## config.mk

```make
export PLATFORM = sky130hd
export DESIGN_NAME = agl_front
export DESIGN_NICKNAME = d
export VERILOG_FILES = /design/src/rtl/agl_pkg.sv /design/src/rtl/agl_front.sv
export SDC_FILE = /design/constraint.sdc
export NUM_CORES = 1
export LEC_CHECK = 0
export BUFFER_PORTS_ARGS = -buffer_cell sky130_fd_sc_hd__buf_2
export CAP_MARGIN = 20
export CORE_ASPECT_RATIO = 0.6
export CORE_MARGIN = 10
export CORE_UTILIZATION = 50
export CTS_CLUSTER_DIAMETER = 60
export CTS_CLUSTER_SIZE = 24
export DETAILED_ROUTE_END_ITERATION = 16
export PLACE_DENSITY_LB_ADDON = 0.15
export SYNTH_ARGS = -nofsm -noshare
export SYNTH_HDL_FRONTEND = slang
export SYNTH_SLANG_ARGS = --single-unit
```

## constraint.sdc

```tcl
create_clock -name clk -period 3.3 [get_ports clk]
set_input_delay 0.165 -clock clk [delete_from_list [all_inputs] [get_ports clk]]
set_output_delay 0.165 -clock clk [all_outputs]
set_load 0.02 [all_outputs]
```

## src/rtl/agl_pkg.sv

```systemverilog
// shared constants and types for the anagram group letter counter
package agl_pkg;
	localparam int MaxGroups = 64;
	localparam int MaxWordLen = 63;
	localparam int AlphabetSize = 26;
	localparam int CntW = 6;
	localparam int GrpW = 6;
	localparam int UsedW = 7;
	localparam int SigW = CntW * AlphabetSize;
	localparam int QDepth = 2;

	typedef logic [SigW-1:0] sig_t;

	typedef struct packed {
		sig_t sig;
		logic sat;
	} word_t;

	typedef struct packed {
		logic [GrpW-1:0] idx;
		logic            is_new;
		logic            full;
		logic            sat;
	} res_t;
endpackage

```

## src/rtl/agl_front.sv

```systemverilog
// front end: counts letters of the current word and emits a signature at word end
module agl_front import agl_pkg::*; (
	input  logic        clk,
	input  logic        arst_n,
	input  logic        take,
	input  logic [4:0]  letter,
	input  logic        letter_valid,
	input  logic        word_end,
	output logic        push,
	output word_t       push_word
);
	logic [CntW-1:0] cnt_q [AlphabetSize];
	logic            sat_q;
	logic [CntW-1:0] nxt [AlphabetSize];
	logic            nsat;

	always_comb begin
		nsat = sat_q;
		for (int i = 0; i < AlphabetSize; i++) begin
			nxt[i] = cnt_q[i];
			if (letter_valid && letter == 5'(i)) begin
				if (cnt_q[i] >= CntW'(MaxWordLen)) nsat = 1'b1;
				else nxt[i] = cnt_q[i] + CntW'(1);
			end
		end
		for (int i = 0; i < AlphabetSize; i++) push_word.sig[i*CntW +: CntW] = nxt[i];
		push_word.sat = nsat;
		push = take && word_end;
	end

	always_ff @(posedge clk or negedge arst_n) begin
		if (!arst_n) begin
			for (int i = 0; i < AlphabetSize; i++) cnt_q[i] <= '0;
			sat_q <= 1'b0;
		end else if (take) begin
			for (int i = 0; i < AlphabetSize; i++) cnt_q[i] <= word_end ? '0 : nxt[i];
			sat_q <= word_end ? 1'b0 : nsat;
		end
	end
endmodule

```

==> results of run 1 <==
-- per-layer routing --
| layer | vias up | part of all wire | global-route usage |
|---|---|---|---|
| met3 | 21 | 0.082 | 0.0567 |
| met5 | - | 0 | 0 |
| met4 | 0 | 0.011 | 0.0573 |
| met1 | 4318 | 0.49 | 0.325 |
| met2 | 303 | 0.41 | 0.292 |
| li1 | 4373 | - | - |
-- where the power goes --
group	switching [mW]	total, mW	internal [mW]
Combinational	0.377	0.570	0.193
Sequential	0.103	2.09	1.99
Clock	0.803	1.99	1.19
Total	1.28	4.65	3.37
-- cells by family (layout without fill, tap and decap cells) --
logic type | Yosys count | in the layout | share of synthesized area
simple gates | 451 | 451 | 0.226
compound gates | 259 | 259 | 0.192
flops | 157 | 157 | 0.380
buf+inv | 92 | 228 | 0.0372
xor+xnor | 74 | 74 | 0.0627
mux | 67 | 67 | 0.0702
fa+ha+maj | 26 | 26 | 0.0315
other cells | 0 | 1 | 0
-- through the flow --
stage          cell area (µm²)  setup WS (ns)  utilization
3_3_place_gp             11300          0.982        0.561
4_1_cts                  11900          0.461        0.590
5_1_grt                  11900          0.308        0.590
3_5_place_dp             11300          0.957        0.561
2_1_floorplan            10300           1.17            -
6_report                 11900          0.431        0.590
-- worst register-to-register path: cells and delay by family (launching register included) --
kind	cells	cell delay, ns
adders and majority gates	1	0.25
DFF	1	0.44
AOI/OAI and AO/OA	3	0.84
and+or+nand+nor	3	0.65
-- path summary, 6_finish.rpt --
path	end	cells after the start	startpoint
max	push_word[10]	6	cnt_q[144]$_DFFE_PN0P_
min	cnt_q[145]$_DFFE_PN0P_	2	word_end
max reg2reg	cnt_q[147]$_DFFE_PN0P_	7	cnt_q[144]$_DFFE_PN0P_
min reg2reg	sat_q$_DFFE_PN0P_	1	sat_q$_DFFE_PN0P_
max in group asynchronous	cnt_q[54]$_DFFE_PN0P_	3	arst_n
min in group asynchronous	cnt_q[40]$_DFFE_PN0P_	2	arst_n
-- flip-flops by register name, summed over array words and instances, names as in the netlist --
register	count
sat_q	1
cnt_q	156
-- synth_stat cells, drive strengths merged (32+ instances only) --
cell type  count
dfrtp        157
nand2        143
a22o          91
nor2          68
clkbuf        51
nand3         51
o2bb2ai       47
xnor2         47
a21oi         42
mux2i         35
nor3          35
mux2          32
-- area by class of cell --
cell class | count | area share
sequential | 157 | 0.330
tap | 273 | 0.0287
antenna | 1 | 0.000210
inverter | 21 | 0.00705
timing repair buffer | 176 | 0.0788
multi-input combinational | 877 | 0.506
clock inverter | 6 | 0.00705
clock buffer | 25 | 0.0416
==> results by group, run 1 <==
STA
  • Final Cycle Share: 0.869
  • Fin. max-slew vios: 0
  • RSZ-0062 raised after global routing: no
  • Worst Tran Pin Value: around 0.9 ns
  • Hold Violations, Final: 0
  • Final setup violation count: 0
  • Final min period: between 2 and 3 ns
  • Post-Route Setup TNS: 0 ns
  • Skew final: roughly 0.0088 ns
  • Slew HR: 0.411
  • Achievable frequency: between 300 and 400 MHz
  • Final hold slack: about 0.19 ns

CTS
  • H-tree lvl count: 4
  • Clock buffer count from CTS: 17
  • CTS Root Cell: clkbuf_16
  • Setup bufs post-CTS: 0
  • Clock insertion delay at the later pin of the skew report: 0.44 ns
  • # hold bufs at CTS: 1
  • Post-CTS sizing: 0
  • CTS tree: built
  • CTS Sinks: approximately 160
  • Clk pin slew, worst setup/hold paths: about 0.06 ns
  • Clk buf depth: 2

Yosys
  • EDFF count, synth: 0
  • Most used DFF post-synth: dfrtp_1
  • Syn avg cell area: 9.18 µm²
  • Ys async rst share: 1.00
  • YS warnings: 0
  • Synth area leaders: dfrtp_1 (38%), a22o_1 (7.7%), nand2_1 (5.1%)
  • Cell taking the most area after synthesis: dfrtp_1
  • Post-synthesis cell count: ~1100
  • Register bit total from synthesis: between 150 and 200
  • Area fraction of the dominant cell type after synthesis: 0.380
  • Distinct cells, synth: 67
  • Synthesized area: between 0.01 and 0.015 mm²
  • Syn Nets: between 1000 and 1500
  • Sequential share of the synthesized area: 0.380

Global route
  • Vias in the first global route: 8159
  • Total congestion overflow: 0
  • Global-route wire length before repair: 46800 µm
  • GRT Util Overall: 0.215
  • Largest net degree at the start of global routing: 103
  • Initial antenna violation count: 1

Place
  • Port Buf Inserts: 167
  • GP Congestion: slightly below 0.9
  • Post-placement cell count: roughly 1500
  • DP HPWL: ~21000 µm

Cells and area
  • Fin nets: roughly 1300
  • Share of layout cells above drive strength 1: 0.207
  • Fillers: 1809
  • Most common cell after layout, fill and taps aside: buf_2
  • Non-Filler Instances: approximately 1500
  • P&R area growth vs syn: 15.2%
  • Most frequent cells in the layout: buf_2 (166), dfrtp_1 (157), nand2_1 (141), a22o_1 (91), nor2_1 (64)
  • Register area: ~0.0039 mm²
  • Multi-input logic area: approximately 0.0060 mm²

Die
  • Die extent in y: around 130 µm
  • Die W: between 200 and 250 µm
  • Core Rows: 40
  • Top Ports: about 170
  • Starting density of the core: 0.512
  • Die area: roughly 0.027 mm²
  • CORE AREA: approximately 0.020 mm²

Setup path
  • CP bufs+invs: 1
  • R2R setup slack: 1.02 ns
  • CP Launch Type: register
  • Setup CP Type: reg2out
  • Maximum fanout along the worst path: 7
  • CP Data Arrival Time: 2.70 ns
  • Slowest-stage cell, CP: a211oi_2
  • CP cell instances: ha_1 -> and4_1 -> a211oi_2 -> nand2b_1 -> xnor2_1 -> buf_2
  • CP Data Required Time: roughly 3.1 ns
  • Crit end category: output pin
  • Family with the most delay on the worst path: compound AO/OA/AOI/OAI gates
  • Critical Path Max Stage Delay: 0.62 ns

Power
  • Leakage: between 5 and 6 nW
  • Pwr dens: ~390 mW/mm²
  • Peak supply drop: ~0.3 mV
  • Total design power: between 4 and 5 mW

Drt
  • Detailed-route via count: about 9000
  • Routed Wire Length: about 30000 µm
  • First DRT Iteration DRCs: 760
  • DRC viols: 0
  • DRT Pass-1 Iters: 5
  • Routed len/inst: just under 20 µm
  • Antenna-violating nets left: 0
  • Vias per inst: between 5 and 6

Hold path
  • Worst Hold Class: in2reg

Flow run
  • Max-Cap Viols: 0

Status
  • Status: completed
(Power assumes the default switching activity.)
==> inputs of run 2 (changes only) <==
- CORE_MARGIN: 10 -> 1.5
- CORE_UTILIZATION: 50 -> 45
- PLACE_DENSITY: not set -> 0.66
- PLACE_DENSITY_LB_ADDON: 0.15 -> not set
==> run 2 against run 1 <==
Compared with the run above: via count up 0.53%; die area down 11%; clock skew down 0.0020 ns; utilization down 5.5 points; count of clock-buffer cells in the layout down 3; power down 2.6%; wire length down 2.8%; clock power down 6%; largest cell class unchanged.
==> results by group, run 2 (synthesized netlist as in run 1, its figures left out) <==
Status
  • Status: completed

STA
  • Hold Violations, Final: 0
  • Achievable frequency: around 330 MHz
  • Skew final: just under 0.007 ns
  • Post-Route Setup TNS: 0 ns
  • Final min period: approximately 3 ns
  • RSZ-0062 raised after global routing: no
  • Slew HR: 0.320
  • Fin. max-slew vios: 0
  • Worst Tran Pin Value: 0.995 ns
  • Final hold slack: between 0.15 and 0.2 ns
  • Final Cycle Share: 0.925
  • Final setup violation count: 0

CTS
  • CTS Root Cell: clkbuf_16
  • CTS Sinks: 157
  • Clk buf depth: 2
  • Clock buffer count from CTS: 17
  • Clock insertion delay at the later pin of the skew report: 0.45 ns
  • Post-CTS sizing: 0
  • H-tree lvl count: 4
  • CTS tree: built
  • Clk pin slew, worst setup/hold paths: about 0.070 ns

Hold path
  • Worst Hold Class: in2reg

Cells and area
  • Reg with most FFs: cnt_q
  • Util after Layout: 0.535
  • Biggest regs: cnt_q: 156 flops, sat_q: 1 flops
  • P&R area growth vs syn: 15.4%
  • Most common cell after layout, fill and taps aside: buf_2
  • Most frequent cells in the layout: buf_2 (166), dfrtp_1 (157), nand2_1 (141), a22o_1 (91), nor2_1 (64)
  • Fin nets: roughly 1300
  • Design area: ~0.012 mm²
  • Share of layout cells above drive strength 1: 0.211
  • Number of flip-flops in the largest register: 156

Power
  • Power Internal: around 3.2 mW
  • Clk pwr share: 0.412
  • P_sw: 1.34 mW
  • Peak supply drop: 0.391 mV
  • Reg power frac: 0.462
  • Leakage: about 5.7 nW
  • Pwr dens: between 300 and 400 mW/mm²
  • Comb power frac: 0.126
  • Switching part of the total: 0.295

Global route
  • Largest net degree at the start of global routing: 100
  • Initial antenna violation count: 2
  • Vias in the first global route: 8189
  • Total congestion overflow: 0
  • GRT Util Overall: 0.250
  • Global-route wire length before repair: 46100 µm

Die
  • Top Ports: about 170
  • Core Rows: 42
  • Die extent in y: around 120 µm
  • Starting density of the core: 0.464
  • Die W: 199 µm
  • Die area: approximately 0.024 mm²
  • CORE AREA: between 0.02 and 0.025 mm²

Flow run
  • Max-Cap Viols: 0

Drt
  • Met1 Wirelength: approximately 15000 µm
  • Routed len/inst: between 15 and 20 µm
  • Uppermost routed layer: met4
  • Antenna-violating nets left: 0
  • Met2 WL: approximately 12000 µm
  • Vias per inst: 5.75
  • DRT Pass-1 Iters: 5
  • First DRT Iteration DRCs: 683
  • DRC viols: 0
  • Detailed-route via count: 9063
  • Routed Wire Length: roughly 29000 µm
  • Met3 routed WL: 2250 µm

Setup path
  • Maximum fanout along the worst path: 6
  • CP Data Required Time: 3.13 ns
  • R2R setup slack: approximately 0.75 ns
  • Crit end category: output pin
  • Setup CP Type: reg2out
  • CP Launch Type: register
  • CP Data Arrival Time: 2.89 ns

Place
  • Port Buf Inserts: ~170
  • Placed inst area: around 0.011 mm²
  • DP HPWL: around 20000 µm
  • GP Congestion: between 0.8 and 0.9
-- run 2: cell type report --
type / count / area, µm²
inverters: 21 / 83.8
clock buffers: 22 / 474
clock inverters: 10 / 66.3
diodes: 3 / 7.51
well taps: 308 / 385
flip-flops and latches: 157 / 3930
multi-input cells: 877 / 6030
repair buffers: 179 / 947
fillers: 2115 / 10400
-- run 2: power groups by stage --
| stage | Combinational [mW] | Sequential [mW] | Clock [mW] |
|---|---|---|---|
| after global placement | 0.563 | 2.12 | 0 |
| final | 0.570 | 2.09 | 1.87 |
| after detailed placement | 0.573 | 2.12 | 0 |
| after floorplan | 0.377 | 2.10 | 0 |
| after global routing | 0.629 | 2.10 | 2.00 |
| after CTS | 0.575 | 2.09 | 1.91 |
-- run 2: layer usage --
layer  vias up  GRT usage
met5         -          0
met4         0     0.0616
met3        26     0.0736
met2       285      0.328
met1      4348      0.391
li1       4404          -
-- run 2: through the flow --
step           std cells  total power, mW  setup WS (ns)
3_5_place_dp        1541             2.70          0.953
4_1_cts             1574             4.58          0.444
5_1_grt             1575             4.73          0.280
2_1_floorplan       1126             2.48           1.17
6_report            1577             4.53          0.246
3_3_place_gp        1541             2.68          0.986
-- run 2: worst paths after layout --
check                                       start                      to  depth (start not counted)
min in group asynchronous                  arst_n   cnt_q[37]$_DFFE_PN0P_                          2
setup reg to reg           cnt_q[120]$_DFFE_PN0P_       sat_q$_DFFE_PN0P_                          7
hold reg to reg                 sat_q$_DFFE_PN0P_       sat_q$_DFFE_PN0P_                          1
max in group asynchronous                  arst_n  cnt_q[145]$_DFFE_PN0P_                          3
setup / recovery           cnt_q[120]$_DFFE_PN0P_            push_word[0]                          7
hold / removal                               take  cnt_q[134]$_DFFE_PN0P_                          3
-- run 2: what timing repair did --
action,CTS,global route
endpoints found under the hold margin,96,0
hold buffers,1,0
setup buffers,0,0
-- run 2: critical path, stage by stage (launching register included) --
cell and delay [ns]:
dfrtp_1 0.44, ha_1 0.25, and3_1 0.20, nand3_1 0.13, nor3_1 0.06, a2111oi_0 0.88
nand4b_1 0.23, buf_2 0.24
