**config.mk**
```make
export PLATFORM = sky130hd
export DESIGN_NAME = agl_queue
export DESIGN_NICKNAME = d
export VERILOG_FILES = /design/src/rtl/agl_pkg.sv /design/src/rtl/agl_queue.sv
export SDC_FILE = /design/constraint.sdc
export NUM_CORES = 1
export LEC_CHECK = 0
export BUFFER_PORTS_ARGS = -buffer_cell sky130_fd_sc_hd__buf_4
export CAP_MARGIN = 20
export CORE_MARGIN = 4
export CORE_UTILIZATION = 45
export CTS_BUF_LIST = sky130_fd_sc_hd__clkbuf_4 sky130_fd_sc_hd__clkbuf_8
export DETAILED_ROUTE_END_ITERATION = 12
export GPL_ROUTABILITY_DRIVEN = 0
export HOLD_SLACK_MARGIN = 0.02
export PLACE_DENSITY = 0.7
export SLEW_MARGIN = 20
export SYNTH_ARGS = -nofsm -noshare
export SYNTH_HDL_FRONTEND = slang
export SYNTH_SLANG_ARGS = --single-unit
```
**constraint.sdc**
```tcl
create_clock -name clk -period 8.2 [get_ports clk]
set_clock_uncertainty 0.05 [all_clocks]
set_input_delay 1.23 -clock clk [delete_from_list [all_inputs] [get_ports clk]]
set_output_delay 1.23 -clock clk [all_outputs]
set_load 0.01 [all_outputs]
```
**src/rtl/agl_pkg.sv**
```systemverilog
// shared constants and types for the anagram group letter counter
package agl_pkg;
	localparam int MaxGroups = 64;
	localparam int MaxWordLen = 63;
	localparam int AlphabetSize = 26;
	localparam int CntW = 6;
	localparam int GrpW = 6;
	localparam int UsedW = 7;
	localparam int SigW = CntW * AlphabetSize;
	localparam int QDepth = 2;

	typedef logic [SigW-1:0] sig_t;

	typedef struct packed {
		sig_t sig;
		logic sat;
	} word_t;

	typedef struct packed {
		logic [GrpW-1:0] idx;
		logic            is_new;
		logic            full;
		logic            sat;
	} res_t;
endpackage

```
**src/rtl/agl_queue.sv**
```systemverilog
// short fifo of finished word signatures between front and back
module agl_queue import agl_pkg::*; (
	input  logic  clk,
	input  logic  arst_n,
	input  logic  push,
	input  word_t push_word,
	input  logic  pop,
	output logic  not_empty,
	output logic  full,
	output word_t head
);
	word_t          mem_q [QDepth];
	logic           wp_q, rp_q;
	logic [1:0]     cnt_q;

	assign not_empty = cnt_q != 2'd0;
	assign full = cnt_q == 2'(QDepth);
	assign head = mem_q[rp_q];

	always_ff @(posedge clk) begin
		if (push) mem_q[wp_q] <= push_word;
	end

	always_ff @(posedge clk or negedge arst_n) begin
		if (!arst_n) begin
			wp_q <= 1'b0;
			rp_q <= 1'b0;
			cnt_q <= '0;
		end else begin
			if (push) wp_q <= ~wp_q;
			if (pop) rp_q <= ~rp_q;
			cnt_q <= cnt_q + 2'(push) - 2'(pop);
		end
	end
endmodule

```
==> results of run 1 <==
## cell families (layout without fill, tap and decap cells)
| family | count (synthesis) | after routing | share of synthesized area, % |
|---|---|---|---|
| and+or+nand+nor | 4 | 4 | 0.209 |
| muxes | 157 | 157 | 17.9 |
| xor gates and xnor gates | 3 | 3 | 0.345 |
| adders and majority gates | 2 | 2 | 0.209 |
| DFF | 318 | 318 | 79.7 |
| buffers and inverters | 20 | 414 | 1.63 |
## area by class of cell
| class | instances | area, µm² |
|---|---|---|
| sequential | 318 | 9530 |
| clock buffer | 62 | 785 |
| clock inverter | 24 | 153 |
| tap | 335 | 419 |
| inverter | 2 | 7.51 |
| multi-input combinational | 166 | 2250 |
| fill | 1981 | 10500 |
| timing repair buffer | 326 | 2450 |
## per-layer routing
| metal | global-route usage (%) | vias to the layer above |
|---|---|---|
| li1 | - | 2731 |
| met1 | 17.4 | 2877 |
| met2 | 26.2 | 255 |
| met3 | 6.49 | 56 |
| met4 | 5.92 | 0 |
| met5 | 0 | - |
## synthesized netlist by cell type
cell,number,area [µm²]
and2_1,1,6.26
buf_2,3,15.0
buf_6,14,158
buf_8,1,15.0
dfrtp_1,4,100
edfxtp_1,314,9430
ha_1,2,25.0
inv_1,2,7.51
mux2_2,56,631
mux2_4,101,1520
nor2b_1,2,12.5
or2_2,1,6.26
xor2_1,2,17.5
xor3_1,1,23.8
## path summary, 6_finish.rpt
check	start	slack (ns)	to
worst min-delay path	arst_n	0.43	wp_q$_DFFE_PN0P_
max in group asynchronous	arst_n	7.55	rp_q$_DFFE_PN0P_
worst max register to register	wp_q$_DFFE_PN0P_	6.02	mem_q[0][28]$_DFFE_PP_
worst min register to register	wp_q$_DFFE_PN0P_	0.51	wp_q$_DFFE_PN0P_
min in group clk	wp_q$_DFFE_PN0P_	0.51	wp_q$_DFFE_PN0P_
worst max-delay path	rp_q$_DFFE_PN0P_	3.66	head[142]
## per-stage QoR
stage,power (mW),hold WS (ns),util (%)
floorplan,3.40,0.423,-
detailed placement,4.08,0.502,56.1
finish,5.26,0.430,59.7
global placement,4.07,0.484,56.1
CTS,5.35,0.379,59.7
global route,5.53,0.378,59.7
## placed cells by master, fill, tap and decap left out
master / instances
clkinv_1: 16
mux2_4: 101
clkbuf_8: 51
ha_1: 2
xor2_1: 2
nor2b_4: 1
clkinv_2: 5
dfrtp_1: 3
bufinv_16: 2
nor2b_1: 1
edfxtp_1: 314
or2_2: 1
mux2_2: 56
inv_1: 2
xor3_1: 1
clkinvlp_4: 1
and2_4: 1
clkbuf_4: 11
dfrtp_4: 1
buf_4: 326
## state kept, by name, indices dropped and copies added, names as in the netlist
signal and count:
cnt_q 2, mem_q 314, rp_q 1, wp_q 1
## report_power, final
part / internal (mW) / switching (mW)
Sequential: 2.16 / 0.126
Combinational: 0.951 / 0.773
Clock: 0.687 / 0.555
==> impl_metrics.tcl, run 1 <==
set metrics [dict create \
    grt_setup_unrepaired "false" \
    synthCells 504 \
    max-clock-path-buffers 3 \
    synth-seq-area-share_pct 79.7 \
    cts_hold_buf 0 \
    post-place-cells 1147 \
    dieHeight_um 171 \
    worst_pin_slew_ns 1.09 \
    top_layer_used "met4" \
    fin_crit_ns 4.54 \
    initial_utilization_pct 45.8 \
    synth.distinct_cells 14 \
    die_w_um 171 \
    wl_per_cell_um 19.3 \
    dr_wl_met3_um 2320 \
    max_freq_mhz 220 \
    via_count 5919 \
    finalSetupViolCount 0 \
    final_max_slew_viol_count 0 \
    hold_class "in2async" \
    grt_pass1_wl_um 34300 \
    synth_nets 667 \
    crit_arrival_ns 3.26 \
    rows 59 \
    worst_setup_path_start_kind "flop" \
    cp_common_cell "buf_4" \
    antenna_found_initial 0 \
    netlist_area_um2 12000 \
    first_pass_iters 4 \
    io_pins 320 \
    critPathBufInv 3 \
    cts_tree "done" \
    grt_overflow_total 0 \
    slew_headroom_pct 27.6 \
    ir_drop_v 0.000271 \
    final_cells 1233 \
    cts_buffers 50 \
    crit_cells 4 \
    postCtsResizedCells 0 \
    diodes 0 \
    grt_pass1_vias 6276 \
    worst_path_largest_cell_delay_ns 0.86 \
    dp_slack_ns 4.19 \
    critPathTopFamily "buffers and inverters" \
    cp-end-kind "primary output" \
    r2r_cells 2 \
    ys_warn_count 0 \
    drt_iter0_markers 269 \
    maxCapViolCount 0 \
    postCtsSetupBuffers 0 \
    place_area_um2 14700 \
    clkSinkCount 318 \
    fin_tns_setup_ns 0 \
    min_period_over_period_pct 55.4 \
    status "complete, no violations" \
    slowest_stage "dfrtp_4" \
    cp_data_required_time_ns 6.92 \
    drcViolationCount 0 \
    p_per_area_nw_per_um2 337 \
    hpwl_um 16300 \
    clk_pin_slew_ns 0.06 \
    hold_viol 0 \
    root_buffer "clkbuf_8" \
    nets 1027 \
    wl_um 23800 \
    routed_via_density 4.80 \
    core_region_area_um2 26100 \
    grt_max_degree 79 \
    leakagePower_nw 6.17 \
    ys_seq_elements 318 \
    syn_area_per_cell_um2 23.7 \
    clock_latency_ns 0.53 \
    final_area_um2 15600 \
    wl_met1_um 8570 \
    die-area_um2 29300 \
    critical_path_class "reg2out" \
    portBuffers 319 \
    grt.total_usage_pct 15.4 \
    crit_chain "buf_4 > buf_4 > mux2_2 > buf_4" \
    worstPathMaxFanout 43 \
    wl_met2_um 12000 \
    timing.final.ws_setup_ns 3.66 \
    htreeDepth 2 \
    antenna_left 0 \
    area_delta_synth_final_pct 30.3 \
    layout-drive-gt1-share_pct 62.0 \
]
Note: power is estimated with default switching activity, not from simulation.
==> run 2: changes to the inputs <==
--- a/config.mk
+++ b/config.mk
@@ -13,7 +13,7 @@
 export DETAILED_ROUTE_END_ITERATION = 12
 export GPL_ROUTABILITY_DRIVEN = 0
 export HOLD_SLACK_MARGIN = 0.02
-export PLACE_DENSITY = 0.7
+export PLACE_DENSITY = 0.67
 export SLEW_MARGIN = 20
 export SYNTH_ARGS = -nofsm -noshare
 export SYNTH_HDL_FRONTEND = slang
==> constraint.sdc (replaced) <==
create_clock -name clk -period 4.6 [get_ports clk]
set_clock_uncertainty 0.05 [all_clocks]
set_input_delay 0.69 -clock clk [delete_from_list [all_inputs] [get_ports clk]]
set_output_delay 0.69 -clock clk [all_outputs]
set_load 0.01 [all_outputs]
==> impl_metrics.tcl, run 2 (synthesis results as in run 1) <==
set metrics [dict create \
    status "complete, no violations" \
    worst_setup_path_start_kind "flop" \
    first_pass_iters 6 \
    antenna_left 0 \
    critical_path_class "reg2out" \
    slew_headroom_pct 29.2 \
    htreeDepth 2 \
    timing.final.ws_setup_ns 1.39 \
    core_region_area_um2 26100 \
    grt_pass1_wl_um 35100 \
    largest_register_ffs 314 \
    worst_pin_slew_ns 1.06 \
    cp_data_required_time_ns 3.86 \
    grt_max_degree 74 \
    p_per_area_nw_per_um2 604 \
    dieHeight_um 171 \
    layout-drive-gt1-share_pct 61.9 \
    fin_tns_setup_ns 0 \
    r2r_start "wp_q$_DFFE_PN0P_" \
    area_delta_synth_final_pct 31.2 \
    root_buffer "clkbuf_8" \
    maxCapViolCount 0 \
    wl_um 24200 \
    grt_pass1_vias 6496 \
    grt_setup_unrepaired "false" \
    clock_latency_ns 0.54 \
    r2r_cells 2 \
    leakagePower_nw 6.21 \
    diodes 0 \
    ir_drop_v 0.000400 \
    hp-start "push_word[91]" \
    cts_tree "done" \
    holdWs_ns 0.280 \
    reg2reg_setup_slack_ns 2.44 \
    min_period_over_period_pct 69.9 \
    nets 1028 \
    hold_class "in2reg" \
    grt_overflow_total 0 \
    top_regs "mem_q (314), cnt_q (2)" \
    io_pins 320 \
    cts_buffers 50 \
    cp-end-kind "primary output" \
    hpwl_um 16600 \
    drt_iter0_markers 263 \
    regMostFlops "mem_q" \
    die-area_um2 29300 \
    final_util_pct 60.1 \
    drcViolationCount 0 \
    finalSetupViolCount 0 \
    max-clock-path-buffers 3 \
    postCtsSetupBuffers 0 \
    whs_path_depth 1 \
    wl_per_cell_um 19.5 \
    die_w_um 171 \
    rows 59 \
    initial_utilization_pct 45.8 \
    clk_pin_slew_ns 0.06 \
    grt.total_usage_pct 15.7 \
    timing.rr.end "mem_q[1][63]$_DFFE_PP_" \
    antenna_found_initial 1 \
    postCtsResizedCells 0 \
    worstPathMaxFanout 69 \
    via_count 5933 \
    hold_viol 0 \
    dp_slack_ns 1.96 \
    fin_crit_ns 3.21 \
    final_common_cell "buf_4" \
    hold_path_end "mem_q[0][91]$_DFFE_PP_" \
    max_freq_mhz 311 \
    final_max_slew_viol_count 0 \
    mostFrequentLayoutCells "321 x buf_4, 314 x edfxtp_1, 101 x mux2_4" \
    crit_arrival_ns 2.47 \
    clkSinkCount 318 \
    routed_via_density 4.80 \
    portBuffers 319 \
]
[run 2: routing by layer]
metal,GRT usage [%],share of wire (%),vias up
met5,0,0.037,-
met4,4.48,2.0,2
met3,8.39,13,47
met2,26.1,48,273
met1,17.6,37,2882
li1,-,-,2729
[run 2: final cells by class]
class | instances | area [µm²]
multi-input combinational | 166 | 2250
sequential | 318 | 9530
fill | 1916 | 10400
inverter | 2 | 7.51
clock inverter | 22 | 138
tap | 335 | 419
clock buffer | 67 | 835
timing repair buffer | 327 | 2520
[run 2: per-stage QoR]
step | cells | instance area [µm²] | total power [mW]
after floorplan | 504 | 12000 | 6.02
after global placement | 1147 | 14700 | 7.25
after detailed placement | 1147 | 14700 | 7.32
after CTS | 1237 | 15700 | 9.63
after global routing | 1237 | 15700 | 9.96
final | 1237 | 15700 | 9.48
[run 2: repair_timing]
| action | CTS | global route |
|---|---|---|
| endpoints found under the hold margin | 4 | 0 |
| setup endpoints to repair | 0 | 0 |
| hold buffers | 1 | 0 |
[run 2: how the worst max path moves through the flow]
stage / start / endpoint / cells after the start
detailed placement: rp_q$_DFFE_PN0P_ / head[16] / 3
global placement: rp_q$_DFFE_PN0P_ / head[16] / 3
CTS: rp_q$_DFFE_PN0P_ / head[16] / 3
finish: rp_q$_DFFE_PN0P_ / head[16] / 3
floorplan: push / mem_q[0][0]$_DFFE_PP_ / 1
global route: rp_q$_DFFE_PN0P_ / head[16] / 3
[run 2: critical path, cell delays in order, from the launching register on]
cell and delay (ns):
dfrtp_4 0.82, buf_12 0.42, mux2_2 0.41, buf_4 0.15
[run 2: where the power goes]
group / leakage [nW] / total [mW] / switching (mW) / internal (mW)
clock: 0.510 / 2.28 / 0.999 / 1.28
combinational: 2.71 / 3.15 / 1.42 / 1.73
sequential: 2.99 / 4.05 / 0.205 / 3.85
total: 6.21 / 9.48 / 2.62 / 6.86
==> run 3: changes to the inputs <==
--- a/config.mk
+++ b/config.mk
@@ -5,6 +5,7 @@
 export SDC_FILE = /design/constraint.sdc
 export NUM_CORES = 1
 export LEC_CHECK = 0
+export ABC_AREA = 1
 export BUFFER_PORTS_ARGS = -buffer_cell sky130_fd_sc_hd__buf_4
 export CAP_MARGIN = 20
 export CORE_MARGIN = 4
@@ -13,7 +14,7 @@
 export DETAILED_ROUTE_END_ITERATION = 12
 export GPL_ROUTABILITY_DRIVEN = 0
 export HOLD_SLACK_MARGIN = 0.02
-export PLACE_DENSITY = 0.67
+export PLACE_DENSITY = 0.69
 export SLEW_MARGIN = 20
 export SYNTH_ARGS = -nofsm -noshare
 export SYNTH_HDL_FRONTEND = slang
==> constraint.sdc (replaced) <==
create_clock -name clk -period 2.86 [get_ports clk]
set_clock_uncertainty 0.05 [all_clocks]
set_input_delay 0.429 -clock clk [delete_from_list [all_inputs] [get_ports clk]]
set_output_delay 0.429 -clock clk [all_outputs]
set_load 0.01 [all_outputs]
==> impl_metrics.tcl, run 3 <==
set metrics [dict create \
    status "complete, no violations" \
    netlist_area_um2 12300 \
    hold_class "in2reg" \
    reg2reg_setup_slack_ns 1.18 \
    htreeDepth 2 \
    synth-adder-area-share_pct 0.204 \
    via_count 8039 \
    cts_tree "done" \
    core_region_area_um2 26900 \
    timing.rr.end "mem_q[0][91]$_DFFE_PP_" \
    grt_max_degree 90 \
    nets 1518 \
    netlist.area_leader.share_pct 76.9 \
    regMostFlops "mem_q" \
    worst_setup_path_start_kind "flop" \
    grt_pass1_vias 8430 \
    max-clock-path-buffers 3 \
    synth_common_cells "314 x edfxtp_1, 164 x inv_1, 164 x nand2_1" \
    root_buffer "clkbuf_8" \
    leakagePower_nw 7.41 \
    grt_overflow_total 0 \
    maxCapViolCount 0 \
    r2r_cells 2 \
    fill_cells 1924 \
    wl_per_cell_um 15.9 \
    p_clk_share_pct 23.2 \
    portBuffers 319 \
    synth_nets 1008 \
    power.net_switching_mw 5.16 \
    hpwl_um 17400 \
    ir_drop_v 0.000570 \
    final_common_cell "buf_4" \
    final_util_pct 65.3 \
    pwr-share-comb_pct 36.1 \
    cp-end-kind "primary output" \
    grt.total_usage_pct 18.1 \
    critPathTopFamily "flip-flops" \
    clkSinkCount 318 \
    synthCells 845 \
    die-area_um2 29900 \
    hold_path_end "wp_q$_DFFE_PN0P_" \
    area_delta_synth_final_pct 43.1 \
    drt_iter0_markers 398 \
    rows 60 \
    drcViolationCount 0 \
    ys_warn_count 0 \
    initial_utilization_pct 45.6 \
    antenna_found_initial 2 \
    swShare_pct 32.5 \
    synthMuxAreaShare_pct 0 \
    synth_edf_count 314 \
    slowest_stage "dfrtp_4" \
    clk_pin_slew_ns 0.06 \
    worstPathMaxFanout 72 \
    synth_xor_xnor_area_share_pct 0.143 \
    grt_setup_unrepaired "false" \
    io_pins 320 \
    slew_headroom_pct 62.2 \
    worst_path_largest_cell_delay_ns 0.70 \
    yosys.area_share.simple_pct 5.13 \
    finalSetupViolCount 0 \
    hp-start "push" \
    max_freq_mhz 397 \
    crit_cells 4 \
    synth-seq-area-share_pct 77.8 \
    grt_pass1_wl_um 43800 \
    crit_arrival_ns 2.04 \
    p_per_area_nw_per_um2 906 \
    clock_latency_ns 0.53 \
    cts_buffers 50 \
    synth_ff_type "edfxtp_1" \
    internal-power_mw 10.7 \
    whs_path_depth 2 \
    wl_um 27500 \
    dieHeight_um 173 \
    top_regs "mem_q (314), cnt_q (2)" \
    synth_top_area_cell "edfxtp_1" \
    synthTopCellsByArea "edfxtp_1 77%, o21ai_2 6.4%, inv_1 5.0%" \
    yosysMostFrequentCell "edfxtp_1" \
    crit_chain "buf_12 > nand2_1 > o21ai_2 > buf_4" \
    ys_seq_elements 318 \
    synth_top_family_by_area "compound AO/OA/AOI/OAI gates" \
    hold_viol 0 \
    final_max_slew_viol_count 0 \
    fin_crit_ns 2.52 \
    synth_compound_area_share_pct 9.14 \
    fin_tns_setup_ns 0 \
    routed_via_density 4.65 \
    synthArstFlopShare_pct 1.26 \
    layout-drive-gt1-share_pct 36.3 \
    first_pass_iters 5 \
    worst_pin_slew_ns 0.565 \
    min_period_over_period_pct 88.2 \
    die_w_um 173 \
    critical_path_class "reg2out" \
    cp_data_required_time_ns 2.38 \
    syn_area_per_cell_um2 14.5 \
    critPathBufInv 2 \
    mostFrequentLayoutCells "327 x buf_4, 314 x edfxtp_1, 163 x nand2_1" \
    postCtsResizedCells 0 \
    largest_register_ffs 314 \
    p_seq_share_pct 40.8 \
    synth.distinct_cells 15 \
    antenna_left 0 \
    r2r_start "wp_q$_DFFE_PN0P_" \
]
[run 3: cell types whose count changed in the layout (fill, tap and decap cells not counted), moves of 8 or more]
cell,previous run,this run
clkinv_1,18,8
dlygate4sd3_1,1,159
inv_1,2,162
o21ai_0,0,64
mux2_4,101,0
mux2_2,56,0
o21ai_2,0,89
nand2_1,0,163
clkbuf_4,14,22
[run 3: stage by stage]
stage	area (µm²)	instances	setup WS, ns	total power, mW	hold WS [ns]
2_1_floorplan	12300	845	-0.405	9.70	0.0834
3_3_place_gp	15000	1485	0.909	12.1	0.179
3_5_place_dp	15000	1485	0.871	12.2	0.180
4_1_cts	17500	1728	0.273	16.0	0.0857
5_1_grt	17500	1730	0.154	16.8	0.0887
6_report	17500	1730	0.338	15.9	0.130
[run 3: how the worst max path moves through the flow]
stage / startpoint / to / slack (ns)
after floorplan: wp_q$_DFFE_PN0P_ / mem_q[1][0]$_DFFE_PP_ / -0.40
after global placement: rp_q$_DFFE_PN0P_ / head[100] / 0.91
after detailed placement: rp_q$_DFFE_PN0P_ / head[96] / 0.87
after CTS: rp_q$_DFFE_PN0P_ / head[96] / 0.27
after global routing: rp_q$_DFFE_PN0P_ / head[107] / 0.15
final: rp_q$_DFFE_PN0P_ / head[96] / 0.34
[run 3: what timing repair did]
| action | CTS | global route |
|---|---|---|
| hold buffers | 159 | 0 |
| buffers inserted | 0 | 0 |
| hold endpoints to repair | 319 | 0 |
[run 3: area by class of cell]
cell class / instances / area, µm² / area share, %
Sequential cell: 318 / 9530 / 54.4
Timing Repair Buffer: 493 / 4190 / 23.9
Multi-Input combinational cell: 328 / 1800 / 10.3
Clock buffer: 75 / 895 / 5.10
Inverter: 164 / 632 / 3.60
Tap cell: 341 / 427 / 2.43
Clock inverter: 9 / 60.1 / 0.342
Antenna cell: 2 / 5.00 / 0.0285
[run 3: cells by family (layout without fill, tap and decap cells)]
logic type | after synthesis | in the layout
xor gates and xnor gates | 2 | 2
and+or+nand+nor | 167 | 167
buffers and inverters | 199 | 741
other | 0 | 2
AOI/OAI and AO/OA | 157 | 157
adders and majority gates | 2 | 2
DFF | 318 | 318
[run 3: power groups by stage]
stage	combinational [mW]	sequential (mW)	clock, mW
final	5.73	6.48	3.68
after global routing	6.25	6.55	4.03
after CTS	5.80	6.47	3.77
after detailed placement	5.59	6.57	0
after global placement	5.53	6.53	0
after floorplan	3.20	6.50	0
[run 3: layer usage]
layer  GRT usage, %  vias up  wire (µm)
met4           6.98        0        914
met3           4.35       66       1540
met2           32.8      256      14600
met1           20.6     3811      10400
met5              0        -          0
li1               -     3906          -
